[config.mk]
export PLATFORM = sky130hd
export DESIGN_NAME = kv_command_frame_parser_flat
export DESIGN_NICKNAME = d
export VERILOG_FILES = /design/src/sv/kvcfp_pkg.sv /design/src/sv/kvcfp_stream_if.sv /design/src/sv/kvcfp_front.sv /design/src/sv/kvcfp_queue.sv /design/src/sv/kvcfp_back.sv /design/src/sv/kv_command_frame_parser.sv /design/src/flat_wrapper.sv
export SDC_FILE = /design/constraint.sdc
export NUM_CORES = 1
export LEC_CHECK = 0
export ABC_AREA = 0
export BUFFER_PORTS_ARGS = -buffer_cell sky130_fd_sc_hd__buf_2
export CAP_MARGIN = 25
export CORE_MARGIN = 2
export CORE_UTILIZATION = 40
export CTS_BUF_LIST = sky130_fd_sc_hd__clkbuf_8 sky130_fd_sc_hd__clkbuf_16
export DETAILED_ROUTE_END_ITERATION = 7
export GPL_ROUTABILITY_DRIVEN = 0
export SETUP_SLACK_MARGIN = 0.02
export SYNTH_ARGS = -nofsm -noshare
export SYNTH_HDL_FRONTEND = slang
export SYNTH_SLANG_ARGS = --single-unit
[constraint.sdc]
create_clock -name clk -period 5.65 [get_ports clk]
set_clock_uncertainty 0.2 [all_clocks]
set_input_delay 0.565 -clock clk [delete_from_list [all_inputs] [get_ports clk]]
set_output_delay 0.565 -clock clk [all_outputs]
set_load 0.1 [all_outputs]
[src/sv/kvcfp_pkg.sv]
`timescale 1ns / 1ps
`default_nettype none
package kvcfp_pkg;
	localparam logic [2:0] ST_OK        = 3'd0;
	localparam logic [2:0] ST_MALFORMED = 3'd1;
	localparam logic [2:0] ST_UNKNOWN   = 3'd2;
	localparam logic [2:0] ST_BAD_KEY   = 3'd3;
	localparam logic [2:0] ST_BAD_VALUE = 3'd4;
	localparam logic [2:0] ST_TRUNCATED = 3'd5;
	localparam logic [2:0] ST_TOO_MANY  = 3'd6;

	localparam logic [1:0] OP_SET = 2'd0;
	localparam logic [1:0] OP_DEL = 2'd1;
	localparam logic [1:0] OP_GET = 2'd2;
	localparam logic [1:0] OP_MOD = 2'd3;

	localparam logic [23:0] NAME_SET = 24'h534554;
	localparam logic [23:0] NAME_DEL = 24'h44454C;
	localparam logic [23:0] NAME_GET = 24'h474554;
	localparam logic [23:0] NAME_MOD = 24'h4D4F44;

	localparam logic [7:0] CH_SPACE = 8'h20;
	localparam logic [7:0] MAX_CMD_RESET = 8'd5;

	typedef struct packed {
		logic [2:0]  status;
		logic [1:0]  operation;
		logic [31:0] key_word;
		logic [31:0] value_word;
		logic [7:0]  command_index;
		logic        request_end;
	} reply_t;

	// Finished command snapshot handed from the front to the back.
	typedef struct packed {
		logic        truncated;  // this entry is a truncation/too-many report only
		logic [2:0]  fixed_status;
		logic [2:0]  token_count;
		logic        name_long;
		logic [23:0] name_chars;
		logic [31:0] key_word;
		logic [31:0] value_word;
		logic [7:0]  command_index;
		logic        request_end;
	} cmd_t;
endpackage
`default_nettype wire

[src/sv/kvcfp_stream_if.sv]
`timescale 1ns / 1ps
`default_nettype none
interface kvcfp_stream_if #(parameter int Width = 8);
	logic             valid;
	logic             ready;
	logic [Width-1:0] payload;
	modport source (output valid, output payload, input ready);
	modport sink (input valid, input payload, output ready);
endinterface
`default_nettype wire

[src/sv/kvcfp_front.sv]
`timescale 1ns / 1ps
`default_nettype none
// Byte parser: one byte per cycle while the queue has room for two entries, emits up to two command snapshots per byte.
module kvcfp_front (
	input  wire logic                 clk,
	input  wire logic                 arst_n,
	input  wire logic                 byte_valid,
	output logic                      byte_ready,
	input  wire logic [7:0]           data_byte,
	input  wire logic                 end_of_read,
	input  wire logic [7:0]           max_commands,
	output logic                      cmd_a_valid,
	output kvcfp_pkg::cmd_t           cmd_a,
	output logic                      cmd_b_valid,
	output kvcfp_pkg::cmd_t           cmd_b,
	input  wire logic                 space_two
);
	typedef enum logic [1:0] {PH_COUNT, PH_LENGTH, PH_TEXT, PH_DISCARD} phase_t;

	phase_t      phase_q;
	logic [7:0]  cmds_left_q, bytes_left_q, index_q;
	logic [2:0]  tok_cnt_q;
	logic        in_tok_q, ended_q, name_long_q;
	logic [23:0] name_q;
	logic [31:0] key_q, val_q;
	logic [1:0]  nph_q;
	logic        key_neg_q, val_neg_q;

	logic fire;
	assign byte_ready = space_two;
	assign fire = byte_valid && space_two;

	// next-text-state computation
	logic [2:0]  tc_n;
	logic        in_n, end_n, nl_n, kn_n, vn_n;
	logic [23:0] nm_n;
	logic [31:0] k_n, v_n, acc, acc_n;
	logic [1:0]  ph, ph_n;
	logic        neg_set, digit;
	logic [3:0]  dval;

	always_comb begin
		tc_n = tok_cnt_q; in_n = in_tok_q; end_n = ended_q; nl_n = name_long_q;
		nm_n = name_q; k_n = key_q; v_n = val_q; kn_n = key_neg_q; vn_n = val_neg_q;
		ph = nph_q; ph_n = nph_q; neg_set = 1'b0; acc = 32'd0; acc_n = 32'd0;
		digit = data_byte >= 8'h30 && data_byte <= 8'h39;
		dval = data_byte[3:0];
		if (!ended_q) begin
			if (data_byte == 8'd0) begin
				end_n = 1'b1;
			end else if (data_byte == kvcfp_pkg::CH_SPACE) begin
				in_n = 1'b0;
			end else begin
				if (!in_tok_q) begin
					in_n = 1'b1;
					if (tok_cnt_q < 3'd4) tc_n = tok_cnt_q + 3'd1;
					ph = 2'd0;
				end
				ph_n = ph;
				acc = (tc_n == 3'd2) ? key_q : val_q;
				acc_n = acc;
				if (ph == 2'd0) begin
					if (data_byte >= 8'd9 && data_byte <= 8'd13) ph_n = 2'd0;
					else if (data_byte == 8'h2B) ph_n = 2'd1;
					else if (data_byte == 8'h2D) begin ph_n = 2'd1; neg_set = 1'b1; end
					else if (digit) begin acc_n = {28'd0, dval}; ph_n = 2'd2; end
					else ph_n = 2'd3;
				end else if (ph != 2'd3) begin
					if (digit) begin
						acc_n = (acc << 3) + (acc << 1) + {28'd0, dval};
						ph_n = 2'd2;
					end else ph_n = 2'd3;
				end
				if (tc_n == 3'd1) begin
					ph_n = ph;
					if (name_q[23:16] != 8'd0) nl_n = 1'b1;
					else nm_n = {name_q[15:0], data_byte};
				end else if (tc_n == 3'd2) begin
					k_n = acc_n; kn_n = key_neg_q | neg_set;
				end else if (tc_n == 3'd3) begin
					v_n = acc_n; vn_n = val_neg_q | neg_set;
				end else ph_n = ph;
			end
		end
	end

	logic [7:0] bl_dec, cl_dec;
	assign bl_dec = bytes_left_q - 8'd1;
	assign cl_dec = cmds_left_q - 8'd1;

	logic finish, from_len;
	always_comb begin
		finish = 1'b0; from_len = 1'b0;
		if (phase_q == PH_LENGTH && data_byte == 8'd0) begin finish = 1'b1; from_len = 1'b1; end
		if (phase_q == PH_TEXT && bl_dec == 8'd0) finish = 1'b1;
	end

	phase_t ph_after;
	always_comb begin
		ph_after = phase_q;
		unique case (phase_q)
			PH_COUNT: begin
				if (data_byte == 8'd0 || data_byte > max_commands) ph_after = PH_DISCARD;
				else ph_after = PH_LENGTH;
			end
			PH_LENGTH: ph_after = (data_byte == 8'd0) ? ((cl_dec == 8'd0) ? PH_DISCARD : PH_LENGTH)
				: PH_TEXT;
			PH_TEXT: if (bl_dec == 8'd0) ph_after = (cl_dec == 8'd0) ? PH_DISCARD : PH_LENGTH;
			default: ph_after = phase_q;
		endcase
	end

	logic [7:0] idx_after;
	assign idx_after = (phase_q == PH_COUNT) ? 8'd0 : (finish ? index_q + 8'd1 : index_q);

	always_comb begin
		cmd_a = '0; cmd_b = '0; cmd_a_valid = 1'b0; cmd_b_valid = 1'b0;
		if (fire) begin
			if (phase_q == PH_COUNT && data_byte != 8'd0 && data_byte > max_commands) begin
				cmd_a_valid = 1'b1; cmd_a.truncated = 1'b1;
				cmd_a.fixed_status = kvcfp_pkg::ST_TOO_MANY; cmd_a.request_end = 1'b1;
			end else if (finish) begin
				cmd_a_valid = 1'b1;
				cmd_a.token_count = from_len ? 3'd0 : tc_n;
				cmd_a.name_long = from_len ? 1'b0 : nl_n;
				cmd_a.name_chars = from_len ? 24'd0 : nm_n;
				cmd_a.key_word = from_len ? 32'd0 : (kn_n ? 32'd0 - k_n : k_n);
				cmd_a.value_word = from_len ? 32'd0 : (vn_n ? 32'd0 - v_n : v_n);
				cmd_a.command_index = index_q;
				cmd_a.request_end = cl_dec == 8'd0;
			end
			if (end_of_read && (ph_after == PH_LENGTH || ph_after == PH_TEXT)) begin
				cmd_b_valid = 1'b1; cmd_b.truncated = 1'b1;
				cmd_b.fixed_status = kvcfp_pkg::ST_TRUNCATED;
				cmd_b.command_index = idx_after; cmd_b.request_end = 1'b1;
			end
		end
	end

	always_ff @(posedge clk or negedge arst_n) begin
		if (!arst_n) begin
			phase_q <= PH_COUNT; cmds_left_q <= '0; bytes_left_q <= '0; index_q <= '0;
			tok_cnt_q <= '0; in_tok_q <= 1'b0; ended_q <= 1'b0; name_long_q <= 1'b0;
			name_q <= '0; key_q <= '0; val_q <= '0; nph_q <= '0;
			key_neg_q <= 1'b0; val_neg_q <= 1'b0;
		end else if (fire) begin
			phase_q <= end_of_read ? PH_COUNT : ph_after;
			index_q <= idx_after;
			if (finish) cmds_left_q <= cl_dec;
			unique case (phase_q)
				PH_COUNT: cmds_left_q <= data_byte;
				PH_LENGTH: begin
					bytes_left_q <= data_byte;
					tok_cnt_q <= '0; in_tok_q <= 1'b0; ended_q <= 1'b0; name_long_q <= 1'b0;
					name_q <= '0; key_q <= '0; val_q <= '0; nph_q <= '0;
					key_neg_q <= 1'b0; val_neg_q <= 1'b0;
				end
				PH_TEXT: begin
					bytes_left_q <= bl_dec;
					tok_cnt_q <= tc_n; in_tok_q <= in_n; ended_q <= end_n; name_long_q <= nl_n;
					name_q <= nm_n; key_q <= k_n; val_q <= v_n; nph_q <= ph_n;
					key_neg_q <= kn_n; val_neg_q <= vn_n;
				end
				default: ;
			endcase
		end
	end
endmodule
`default_nettype wire

[src/sv/kvcfp_queue.sv]
`timescale 1ns / 1ps
`default_nettype none
// Four-entry queue, up to two pushes and one pop per cycle.
module kvcfp_queue (
	input  wire logic            clk,
	input  wire logic            arst_n,
	input  wire logic            push_a,
	input  wire kvcfp_pkg::cmd_t data_a,
	input  wire logic            push_b,
	input  wire kvcfp_pkg::cmd_t data_b,
	output logic                 space_two,
	output logic                 pop_valid,
	output kvcfp_pkg::cmd_t      pop_data,
	input  wire logic            pop
);
	kvcfp_pkg::cmd_t mem_q [4];
	logic [1:0] wr_q, rd_q;
	logic [2:0] cnt_q;
	logic       do_pop;
	logic [1:0] wr1;

	assign pop_valid = cnt_q != 3'd0;
	assign pop_data  = mem_q[rd_q];
	assign do_pop    = pop && pop_valid;
	assign space_two = cnt_q <= 3'd2;
	assign wr1       = push_a ? wr_q + 2'd1 : wr_q;

	always_ff @(posedge clk) begin
		if (push_a) mem_q[wr_q] <= data_a;
		if (push_b) mem_q[wr1] <= data_b;
	end

	always_ff @(posedge clk or negedge arst_n) begin
		if (!arst_n) begin
			wr_q <= '0; rd_q <= '0; cnt_q <= '0;
		end else begin
			wr_q <= wr1 + {1'b0, push_b};
			if (do_pop) rd_q <= rd_q + 2'd1;
			cnt_q <= cnt_q + {2'd0, push_a} + {2'd0, push_b} - {2'd0, do_pop};
		end
	end
endmodule
`default_nettype wire

[src/sv/kvcfp_back.sv]
`timescale 1ns / 1ps
`default_nettype none
// Classifies a finished command and holds the result in an output register.
module kvcfp_back (
	input  wire logic            clk,
	input  wire logic            arst_n,
	input  wire logic            cmd_valid,
	input  wire kvcfp_pkg::cmd_t cmd,
	output logic                 cmd_pop,
	output logic                 res_valid,
	output kvcfp_pkg::reply_t    res,
	input  wire logic            res_ready
);
	kvcfp_pkg::reply_t r;
	logic known;
	logic [1:0] op;

	always_comb begin
		known = 1'b1; op = kvcfp_pkg::OP_SET;
		if (cmd.name_long) known = 1'b0;
		else if (cmd.name_chars == kvcfp_pkg::NAME_SET) op = kvcfp_pkg::OP_SET;
		else if (cmd.name_chars == kvcfp_pkg::NAME_DEL) op = kvcfp_pkg::OP_DEL;
		else if (cmd.name_chars == kvcfp_pkg::NAME_GET) op = kvcfp_pkg::OP_GET;
		else if (cmd.name_chars == kvcfp_pkg::NAME_MOD) op = kvcfp_pkg::OP_MOD;
		else known = 1'b0;
		r = '0;
		r.command_index = cmd.command_index;
		r.request_end = cmd.request_end;
		r.operation = op;
		r.key_word = cmd.key_word;
		r.value_word = cmd.value_word;
		if (cmd.truncated) r.status = cmd.fixed_status;
		else if (cmd.token_count > 3'd3 || cmd.token_count == 3'd0)
			r.status = kvcfp_pkg::ST_MALFORMED;
		else if (!known) r.status = kvcfp_pkg::ST_UNKNOWN;
		else if (cmd.token_count < 3'd2) r.status = kvcfp_pkg::ST_MALFORMED;
		else if (cmd.key_word == 32'd0) r.status = kvcfp_pkg::ST_BAD_KEY;
		else if (op == kvcfp_pkg::OP_SET || op == kvcfp_pkg::OP_MOD) begin
			if (cmd.token_count < 3'd3) r.status = kvcfp_pkg::ST_MALFORMED;
			else if (cmd.value_word == 32'd0) r.status = kvcfp_pkg::ST_BAD_VALUE;
		end else begin
			if (cmd.token_count > 3'd2) r.status = kvcfp_pkg::ST_MALFORMED;
			r.value_word = 32'd0;
		end
		if (r.status != kvcfp_pkg::ST_OK) begin
			r.operation = '0; r.key_word = '0; r.value_word = '0;
		end
	end

	assign cmd_pop = !res_valid || res_ready;

	always_ff @(posedge clk or negedge arst_n) begin
		if (!arst_n) res_valid <= 1'b0;
		else if (cmd_pop) res_valid <= cmd_valid;
	end

	always_ff @(posedge clk) begin
		if (cmd_pop && cmd_valid) res <= r;
	end
endmodule
`default_nettype wire

[src/sv/kv_command_frame_parser.sv]
`timescale 1ns / 1ps
`default_nettype none
// Throughput: one byte per cycle; a byte is taken whenever the 4-entry command queue has room
// for two entries (a command result plus a truncation report).
// Path: a result passes through the queue, then the output register, after its final byte;
// a truncation report queued behind a command result of the same byte comes out after it.
// Reset: arst_n clears parse state, queue and output valid; max_commands returns to 5.
module kv_command_frame_parser (
	input  wire logic  clk,
	input  wire logic  arst_n,
	kvcfp_stream_if.sink   in_ch,
	kvcfp_stream_if.source out_ch,
	input  wire logic        cfg_we,
	input  wire logic [7:0]  cfg_wdata
);
	logic [7:0] max_q;
	always_ff @(posedge clk or negedge arst_n) begin
		if (!arst_n) max_q <= kvcfp_pkg::MAX_CMD_RESET;
		else if (cfg_we) max_q <= cfg_wdata;
	end

	logic a_v, b_v, space_two, q_v, q_pop;
	kvcfp_pkg::cmd_t a_d, b_d, q_d;
	kvcfp_pkg::reply_t res;

	kvcfp_front u_front (
		.clk, .arst_n,
		.byte_valid(in_ch.valid), .byte_ready(in_ch.ready),
		.data_byte(in_ch.payload[7:0]), .end_of_read(in_ch.payload[8]),
		.max_commands(max_q),
		.cmd_a_valid(a_v), .cmd_a(a_d), .cmd_b_valid(b_v), .cmd_b(b_d),
		.space_two
	);

	kvcfp_queue u_queue (
		.clk, .arst_n,
		.push_a(a_v), .data_a(a_d), .push_b(b_v), .data_b(b_d),
		.space_two, .pop_valid(q_v), .pop_data(q_d), .pop(q_pop)
	);

	kvcfp_back u_back (
		.clk, .arst_n,
		.cmd_valid(q_v), .cmd(q_d), .cmd_pop(q_pop),
		.res_valid(out_ch.valid), .res, .res_ready(out_ch.ready)
	);

	assign out_ch.payload = res;
endmodule
`default_nettype wire

[src/flat_wrapper.sv]
// flat-port wrapper written by rule: the top's interface ports become plain ports
module kv_command_frame_parser_flat 
  (clk, arst_n, cfg_we, cfg_wdata, in_ch_valid, in_ch_payload, in_ch_ready, out_ch_valid, out_ch_payload, out_ch_ready);
  kvcfp_stream_if #(.Width(9)) in_ch_i ();
  kvcfp_stream_if #(.Width($bits(kvcfp_pkg::reply_t))) out_ch_i ();
  input  wire logic clk;
  input  wire logic arst_n;
  input  wire logic cfg_we;
  input  wire logic [7:0] cfg_wdata;
  input wire logic [$bits(in_ch_i.valid)-1:0] in_ch_valid;
  input wire logic [$bits(in_ch_i.payload)-1:0] in_ch_payload;
  output wire logic [$bits(in_ch_i.ready)-1:0] in_ch_ready;
  output wire logic [$bits(out_ch_i.valid)-1:0] out_ch_valid;
  output wire logic [$bits(out_ch_i.payload)-1:0] out_ch_payload;
  input wire logic [$bits(out_ch_i.ready)-1:0] out_ch_ready;
  assign in_ch_i.valid = in_ch_valid;
  assign in_ch_i.payload = in_ch_payload;
  assign in_ch_ready = in_ch_i.ready;
  assign out_ch_valid = out_ch_i.valid;
  assign out_ch_payload = out_ch_i.payload;
  assign out_ch_i.ready = out_ch_ready;
  kv_command_frame_parser u_core (.clk(clk), .arst_n(arst_n), .in_ch(in_ch_i), .out_ch(out_ch_i), .cfg_we(cfg_we), .cfg_wdata(cfg_wdata));
endmodule
==> key figures, run 1 <==
Min path
  • Hold Path End: u_core.max_q[2]
  • WHS Path Cells: 2
  • Worst hold path type: input pin to flop
  • HP Start: cfg_we

Floorplanning
  • Vert. Die Dim: 293 µm
  • Ports: 102
  • Die Area: 85600 µm²
  • Core area: 82200 µm²
  • Die Span X: 293 µm
  • Std cell rows: 105
  • Initial core utilization: 40.5%

Setup path
  • R2R Path Start: u_core.u_front.tok_cnt_q[0]
  • Kind of critical path: flop to flop
  • Worst reg2reg setup slack: 0.07 ns
  • CP Max Fanout: 7
  • Critical Path End Type: flop
  • CP arrival: 5.83 ns
  • CP Launch Type: flop
  • CP cell instances: ha_4 > nand4bb_4 > a21oi_4 > buf_8 > mux2_2 > ha_1 > ha_2 > a21o_1 > buf_4 > a221oi_4 > xnor2_2 > nor4_2 > buf_4 > o21ai_1 > nand4bb_4 > nor4b_4 > and3_4 > mux2_4 > a221oi_4 > o22ai_1
  • WP buf/inv: 3
  • R2R depth: 20
  • CP delay by family, top: simple AND/OR/NAND/NOR gates
  • Largest stage delay, worst path: 0.42 ns
  • CP max-delay cell: dfrtp_1
  • Critical Path RT: 5.91 ns
  • Reg2Reg Capture Point: u_core.u_queue.mem_q[0][36]

Finish
  • Share of layout cells above drive strength 1: 20.7%
  • Ant. Diodes: 0
  • Sequential Area: 14600 µm²
  • Syn-to-layout area delta: 20.6%
  • Post-Layout Cell Count: 5096
  • Fill cells: 7732
  • Multi-input logic area: 18500 µm²
  • Net count, final: 4084
  • Cell area after layout: 40200 µm²

Route
  • Initial DRC Count: 2727
  • Post-route ant nets: 0
  • WL final: 113000 µm
  • Drt pass-1 iters: 5
  • Vias per cell: 5.89
  • Post-DR wirelength/cell: 22.2 µm
  • Via count: 30000
  • DRC: 0

Synthesis
  • Asr flop ratio synth: 22.1%
  • Count leader, synth: nand2_1
  • Netlist cell types: 106
  • Avg Inst Size Synth: 8.88 µm²
  • Register bit total from synthesis: 634
  • Commonest cells post-synth: nand2_1 (801), a21oi_1 (406), dfxtp_1 (372)
  • Gate Count Post-Synth: 3753
  • EDFF count, synth: 122
  • Synth area leader: dfxtp_1
  • Yosys warning count: 0
  • Largest cells by area after synthesis: dfxtp_1 (22%), edfxtp_1 (11%), dfrtp_1 (10%), nand2_1 (9.0%), a21oi_1 (6.1%)
  • Synth top area share: 22.3%
  • Sequential fraction of the synthesis area: 43.9%
  • Synth Cell Area: 33300 µm²
  • Syn Nets: 3865
  • Main synth FF type: dfxtp_1

Timing
  • Final worst slack: 0.0746 ns
  • Worst rel slew slack: 38.1%
  • Final min period: 5.58 ns
  • Final-report hold violation count: 0
  • Slew Limit Fails: 0
  • Fmax: 179 MHz
  • Setup TNS: 0 ns
  • Worst hold slack: 0.0918 ns
  • Slew @ Worst Pin: 0.916 ns
  • Unrepaired setup endpoints after global routing: yes
  • Setup violators final: 0
  • Fin crit share: 98.7%

Global route
  • All-layer global routing usage: 25.8%
  • Number of antenna violations at the first check in global routing: 1
  • Largest net degree at the start of global routing: 81
  • Global route total overflow: 0
  • Vias in the first global route: 28200
  • First-pass GRT wire length: 172000 µm

Outcome
  • Outcome: finished, final reports clean

Clock tree
  • H-Tree Level Count: 3
  • CTS max path bufs: 3
  • Worst-skew pair later-pin latency: 0.61 ns
  • Clk root buf: clkbuf_16
  • Clock Sinks: 634
  • Clk slew on worst S/H paths: 0.06 ns
  • TritonCTS Buffers: 70
  • TritonCTS clock tree: built

Power
  • Leak: 15.6 nW
  • IR drop worst, VDD: 0.294 mV
  • PwrDens: 415 nW/µm²

Placement
  • Placed Cells: 4938
  • Post-DP HPWL: 78000 µm
  • Post-DP Area: 36700 µm²
  • Pre-CTS setup slack: -0.0842 ns
  • Port Buffers: 101

Job
  • Max cap viols: 0
[cell families after synthesis]
group           synth area share (%)
fa+ha+maj                       3.50
compound gates                  18.3
mux                             7.63
xor+xnor                        1.92
flops                           43.9
buf+inv                         4.13
simple gates                    20.6
[final cells by class]
| class | instances | share of cell area (%) |
|---|---|---|
| Timing Repair Buffer | 423 | 8.20 |
| Sequential cell | 634 | 36.4 |
| Clock inverter | 46 | 0.775 |
| Multi-Input combinational cell | 2777 | 45.9 |
| Inverter | 66 | 0.629 |
| Tap cell | 1070 | 3.33 |
| Clock buffer | 80 | 4.78 |
[worst register-to-register path, cell delays in order (launching register included)]
cell,delay (ns)
dfrtp_1,0.42
ha_4,0.30
nand4bb_4,0.12
a21oi_4,0.25
buf_8,0.17
mux2_2,0.37
ha_1,0.28
ha_2,0.31
a21o_1,0.21
buf_4,0.16
a221oi_4,0.39
xnor2_2,0.15
nor4_2,0.27
buf_4,0.18
o21ai_1,0.07
nand4bb_4,0.28
nor4b_4,0.34
and3_4,0.27
mux2_4,0.32
a221oi_4,0.26
o22ai_1,0.11
[metrics by stage]
step	power [W]	util, %
final	0.0167	48.9
after global placement	0.0116	44.6
after global routing	0.0174	48.9
after detailed placement	0.0117	44.7
after CTS	0.0162	47.7
after floorplan	0.00968	-
[sequential cells by signal, summed over array words and instances (netlist names), 3 cells and up]
| signal | cells |
|---|---|
| u_core.u_back.res | 78 |
| u_core.max_q | 8 |
| u_core.u_front.cmds_left_q | 8 |
| u_core.u_front.name_q | 24 |
| u_core.u_front.index_q | 8 |
| u_core.u_front.bytes_left_q | 8 |
| u_core.u_front.key_q | 32 |
| u_core.u_front.tok_cnt_q | 3 |
| u_core.u_front.val_q | 32 |
| u_core.u_queue.mem_q | 416 |
| u_core.u_queue.cnt_q | 3 |
[layout by cell type (no fill, tap or decap), types with 22 or more instances in the layout]
master,netlist,layout
o21ai_0,193,175
xnor2_1,45,38
a22oi_1,53,46
nand4_1,27,27
edfxtp_1,122,122
a22o_1,41,41
o21ai_1,8,23
dfrtp_1,138,135
mux2i_1,38,29
inv_1,63,86
buf_2,21,100
dfxtp_1,372,372
a21oi_1,406,378
o31ai_1,30,29
a21oi_2,2,26
buf_12,0,22
buf_4,6,276
xor2_1,28,26
ha_1,86,77
nor4_1,37,31
and2_1,84,77
nand2_1,801,794
clkbuf_16,0,74
nor3_1,69,65
mux4_2,89,89
o22ai_1,39,37
nand3_1,116,110
nor2_1,199,196
[worst max path at each step]
| stage | cells after the start | slack, ns | startpoint | end |
|---|---|---|---|---|
| 2_1_floorplan | 20 | 0.03 | u_core.u_front.tok_cnt_q[1] | u_core.u_queue.mem_q[3][69] |
| 3_3_place_gp | 20 | -0.07 | u_core.u_front.tok_cnt_q[1] | u_core.u_queue.mem_q[2][72] |
| 3_5_place_dp | 21 | -0.08 | u_core.u_front.tok_cnt_q[1] | u_core.u_queue.mem_q[0][71] |
| 4_1_cts | 21 | 0.01 | u_core.u_front.tok_cnt_q[0] | u_core.u_queue.mem_q[0][72] |
| 5_1_grt | 21 | -0.10 | u_core.u_front.tok_cnt_q[0] | u_core.u_queue.mem_q[0][40] |
| 6_report | 20 | 0.07 | u_core.u_front.tok_cnt_q[0] | u_core.u_queue.mem_q[0][36] |
[what timing repair did]
action                                  in CTS  in global routing
setup buffers                                5                 15
hold endpoints to repair                    84                  0
endpoints found under the setup margin      48                142
hold buffers                                11                  0
gates cloned                                 0                  1
pin swaps                                   13                 90
resized for setup                           22                167
[power by group]
part           total, W  internal, W  switching, W  leakage, nW
registers       0.00544      0.00505      0.000385         6.05
logic           0.00676      0.00230       0.00446         8.31
clock network   0.00448      0.00257       0.00191         1.20
[per-layer routing]
metal  up-vias  wire (µm)  global-route usage, %  part of all wire, %
met5         -          0                      0                    0
met4         0       4160                   10.5                  3.7
met3       199       8330                   3.92                  7.4
met2      1172      52200                   40.9                   46
met1     14700      48500                   35.3                   43
li1      13900          -                      -                    -
Power figures use the tool's default switching activity.
==> inputs of run 2 (changes only) <==
--- a/config.mk
+++ b/config.mk
@@ -5,14 +5,17 @@
 export SDC_FILE = /design/constraint.sdc
 export NUM_CORES = 1
 export LEC_CHECK = 0
-export ABC_AREA = 0
+export ABC_AREA = 1
 export BUFFER_PORTS_ARGS = -buffer_cell sky130_fd_sc_hd__buf_2
-export CAP_MARGIN = 25
+export CAP_MARGIN = 5
+export CELL_PAD_IN_SITES_DETAIL_PLACEMENT = 1
+export CELL_PAD_IN_SITES_GLOBAL_PLACEMENT = 1
 export CORE_MARGIN = 2
 export CORE_UTILIZATION = 40
 export CTS_BUF_LIST = sky130_fd_sc_hd__clkbuf_8 sky130_fd_sc_hd__clkbuf_16
 export DETAILED_ROUTE_END_ITERATION = 7
 export GPL_ROUTABILITY_DRIVEN = 0
+export PLACE_DENSITY_LB_ADDON = 0.1
 export SETUP_SLACK_MARGIN = 0.02
 export SYNTH_ARGS = -nofsm -noshare
 export SYNTH_HDL_FRONTEND = slang
==> key figures, run 2 <==
Route
  • Post-DR wirelength/cell: 21.9 µm (was 22.2 µm)
  • Vias per cell: 5.54 (was 5.89)
  • DRC: 0 (unchanged)
  • Post-route ant nets: 0 (unchanged)
  • WL final: 124000 µm (was 113000 µm)
  • Drt pass-1 iters: 5 (unchanged)
  • Via count: 31400 (was 30000)
  • Initial DRC Count: 1872 (was 2727)

Finish
  • Largest reg by FF count: u_core.u_queue.mem_q (unchanged)
  • Syn-to-layout area delta: 13.1% (was 20.6%)
  • Share of layout cells above drive strength 1: 9.66% (was 20.7%)
  • Net count, final: 4647 (was 4084)
  • Most common cell after layout, fill and taps aside: nand2_1 (unchanged)
  • Largest register FFs: 416 (unchanged)
  • Util after Layout: 45.6% (was 48.9%)
  • Sequential Area: 14600 µm² (about the same)
  • Commonest cells after routing, fill and taps aside: nand2_1 (1349), o21ai_0 (405), inv_1 (378) (was nand2_1 (794), a21oi_1 (378), dfxtp_1 (372))
  • Largest registers: u_core.u_queue.mem_q (416), u_core.u_back.res (78) (unchanged)
  • Multi-input logic area: 16000 µm² (was 18500 µm²)
  • Fill cells: 10300 (was 7732)

Floorplanning
  • Vert. Die Dim: 291 µm (was 293 µm)
  • Ports: 102 (unchanged)
  • Initial core utilization: 40.3% (was 40.5%)
  • Core area: 81800 µm² (was 82200 µm²)
  • Std cell rows: 105 (unchanged)
  • Die Area: 84900 µm² (was 85600 µm²)
  • Die Span X: 291 µm (was 293 µm)

Setup path
  • CP Launch Type: flop (unchanged)
  • Critical Path End Type: flop (unchanged)
  • Critical Path RT: 5.96 ns (was 5.91 ns)
  • Worst reg2reg setup slack: 0.35 ns (was 0.07 ns)
  • CP Max Fanout: 13 (was 7)
  • Kind of critical path: flop to flop (unchanged)
  • CP arrival: 5.62 ns (was 5.83 ns)

Synthesis
  • Count leader, synth: nand2_1 (unchanged)
  • Commonest cells post-synth: nand2_1 (1351), o21ai_0 (410), dfxtp_1 (372) (was nand2_1 (801), a21oi_1 (406), dfxtp_1 (372))
  • Gate Count Post-Synth: 4473 (was 3753)
  • Sequential fraction of the synthesis area: 44.3% (was 43.9%)
  • Synth top area share: 22.6% (was 22.3%)
  • Yosys warning count: 0 (unchanged)
  • Synth area leader: dfxtp_1 (unchanged)
  • Syn Nets: 4585 (was 3865)
  • Register bit total from synthesis: 634 (unchanged)
  • Synth Cell Area: 33000 µm² (was 33300 µm²)
  • Avg Inst Size Synth: 7.38 µm² (was 8.88 µm²)
  • Asr flop ratio synth: 22.1% (unchanged)
  • Netlist cell types: 63 (was 106)
  • Main synth FF type: dfxtp_1 (unchanged)
  • Largest cells by area after synthesis: dfxtp_1 (23%), nand2_1 (15%), edfxtp_1 (11%), dfrtp_1 (10%), o21ai_0 (6.2%) (was dfxtp_1 (22%), edfxtp_1 (11%), dfrtp_1 (10%), nand2_1 (9.0%), a21oi_1 (6.1%))
  • EDFF count, synth: 122 (unchanged)

Timing
  • Unrepaired setup endpoints after global routing: no (was yes)
  • Fin crit share: 93.9% (was 98.7%)
  • Fmax: 189 MHz (was 179 MHz)
  • Worst rel slew slack: 22.0% (was 38.1%)
  • Final min period: 5.30 ns (was 5.58 ns)
  • Slew @ Worst Pin: 1.17 ns (was 0.916 ns)
  • Slew Limit Fails: 0 (unchanged)
  • Setup violators final: 0 (unchanged)
  • Final-report hold violation count: 0 (unchanged)

Clock tree
  • H-Tree Level Count: 3 (unchanged)
  • Clock Sinks: 634 (unchanged)
  • Clk root buf: clkbuf_16 (unchanged)
  • Worst-skew pair later-pin latency: 0.63 ns (was 0.61 ns)
  • Clk slew on worst S/H paths: 0.06 ns (about the same)
  • TritonCTS Buffers: 74 (was 70)
  • TritonCTS clock tree: built (unchanged)
  • CTS max path bufs: 3 (unchanged)

Global route
  • All-layer global routing usage: 29.1% (was 25.8%)
  • Largest net degree at the start of global routing: 141 (was 81)
  • First-pass GRT wire length: 192000 µm (was 172000 µm)
  • Global route total overflow: 0 (unchanged)
  • Number of antenna violations at the first check in global routing: 1 (unchanged)
  • Vias in the first global route: 32200 (was 28200)

Outcome
  • Outcome: finished, final reports clean (unchanged)

Job
  • Max cap viols: 0 (unchanged)

Power
  • PwrDens: 560 nW/µm² (was 415 nW/µm²)
  • Leak: 16.4 nW (was 15.6 nW)
  • Power consumption: 0.0209 W (was 0.0167 W)
  • IR drop worst, VDD: 0.422 mV (was 0.294 mV)

Min path
  • Worst hold path type: input pin to flop (unchanged)

Placement
  • Post-DP HPWL: 87000 µm (was 78000 µm)
  • Port Buffers: 101 (unchanged)
-- run 2: repair_timing --
action,4_1_cts,5_1_grt
pin swaps,0,3
endpoints found under the setup margin,18,141
gates resized for setup,2,20
hold buffers,9,0
hold endpoints to repair,146,0
setup buffers,0,2
-- run 2: metrics by stage --
| step | hold WS [ns] | setup slack, ns | instance area (µm²) | TNS [ns] | std cells |
|---|---|---|---|---|---|
| 5_1_grt | 0.0872 | 0.0262 | 37300 | 0 | 5664 |
| 4_1_cts | 0.0570 | 0.0141 | 37200 | 0 | 5662 |
| 3_5_place_dp | 0.234 | -0.0190 | 34800 | -0.0830 | 5518 |
| 6_report | 0.0599 | 0.346 | 37300 | 0 | 5665 |
| 2_1_floorplan | 0.0694 | 0.499 | 33000 | 0 | 4473 |
| 3_3_place_gp | 0.224 | 0.0684 | 34800 | 0 | 5518 |
-- run 2: power breakdown --
part	leakage [nW]	switching, W	internal (W)	total [W]
clock	1.28	0.00200	0.00274	0.00474
combinational	8.98	0.00777	0.00240	0.0102
sequential	6.12	0.000422	0.00559	0.00601
total	16.4	0.0102	0.0107	0.0209
-- run 2: routing by layer --
layer / global-route usage, % / wire length, µm / vias to the layer above
met5: 0 / 0 / -
met4: 11.2 / 4840 / 0
met3: 2.94 / 4340 / 203
met2: 50.8 / 60200 / 651
met1: 37.0 / 54500 / 15400
li1: - / - / 15100
-- run 2: worst paths after layout --
path                                                  start                        endpoint  cells after the start
worst max-delay path            u_core.u_front.tok_cnt_q[1]     u_core.u_queue.mem_q[2][39]                     27
worst min-delay path                                 cfg_we                 u_core.max_q[2]                      3
worst max register to register  u_core.u_front.tok_cnt_q[1]     u_core.u_queue.mem_q[2][39]                     27
worst min register to register  u_core.u_queue.mem_q[1][56]     u_core.u_queue.mem_q[1][56]                      2
max in group asynchronous                            arst_n          u_core.u_queue.rd_q[0]                      3
min in group asynchronous                            arst_n  u_core.u_front.bytes_left_q[5]                      3
-- run 2: cell type report --
cell class	count	share of cell area [%]
clock buffers	89	5.67
inverters	377	3.81
well taps	1070	3.59
flip-flops and latches	634	39.2
clock inverters	46	0.711
multi-input cells	3233	43.0
diodes	1	0.00670
repair buffers	215	4.06
-- run 2: cell families after synthesis --
kind of cell / Yosys count / synth area share (%)
fa+ha+maj: 90 / 3.50
mux: 2 / 0.0644
flops: 634 / 44.3
xor+xnor: 21 / 0.580
simple gates: 2165 / 28.0
compound gates: 955 / 16.1
buf+inv: 606 / 7.48
-- run 2: critical path, cell delays in order, from the launching register on --
cell,delay [ns]
dfrtp_1,0.41
ha_1,0.30
nand2_1,0.09
nand2_2,0.15
nand3_4,0.14
buf_4,0.22
buf_4,0.15
nand2_1,0.07
nand2_1,0.08
ha_1,0.31
ha_1,0.36
nand2_1,0.12
nor2_1,0.28
nand3_1,0.15
nand3_1,0.18
nand3_1,0.15
nand2_1,0.10
nand2_1,0.05
nand3_1,0.16
nand3_1,0.09
o21ai_0,0.38
inv_1,0.26
nor2_1,0.20
nand3_1,0.09
nand2_1,0.08
nand3_1,0.18
nand4_1,0.17
nand2_1,0.06
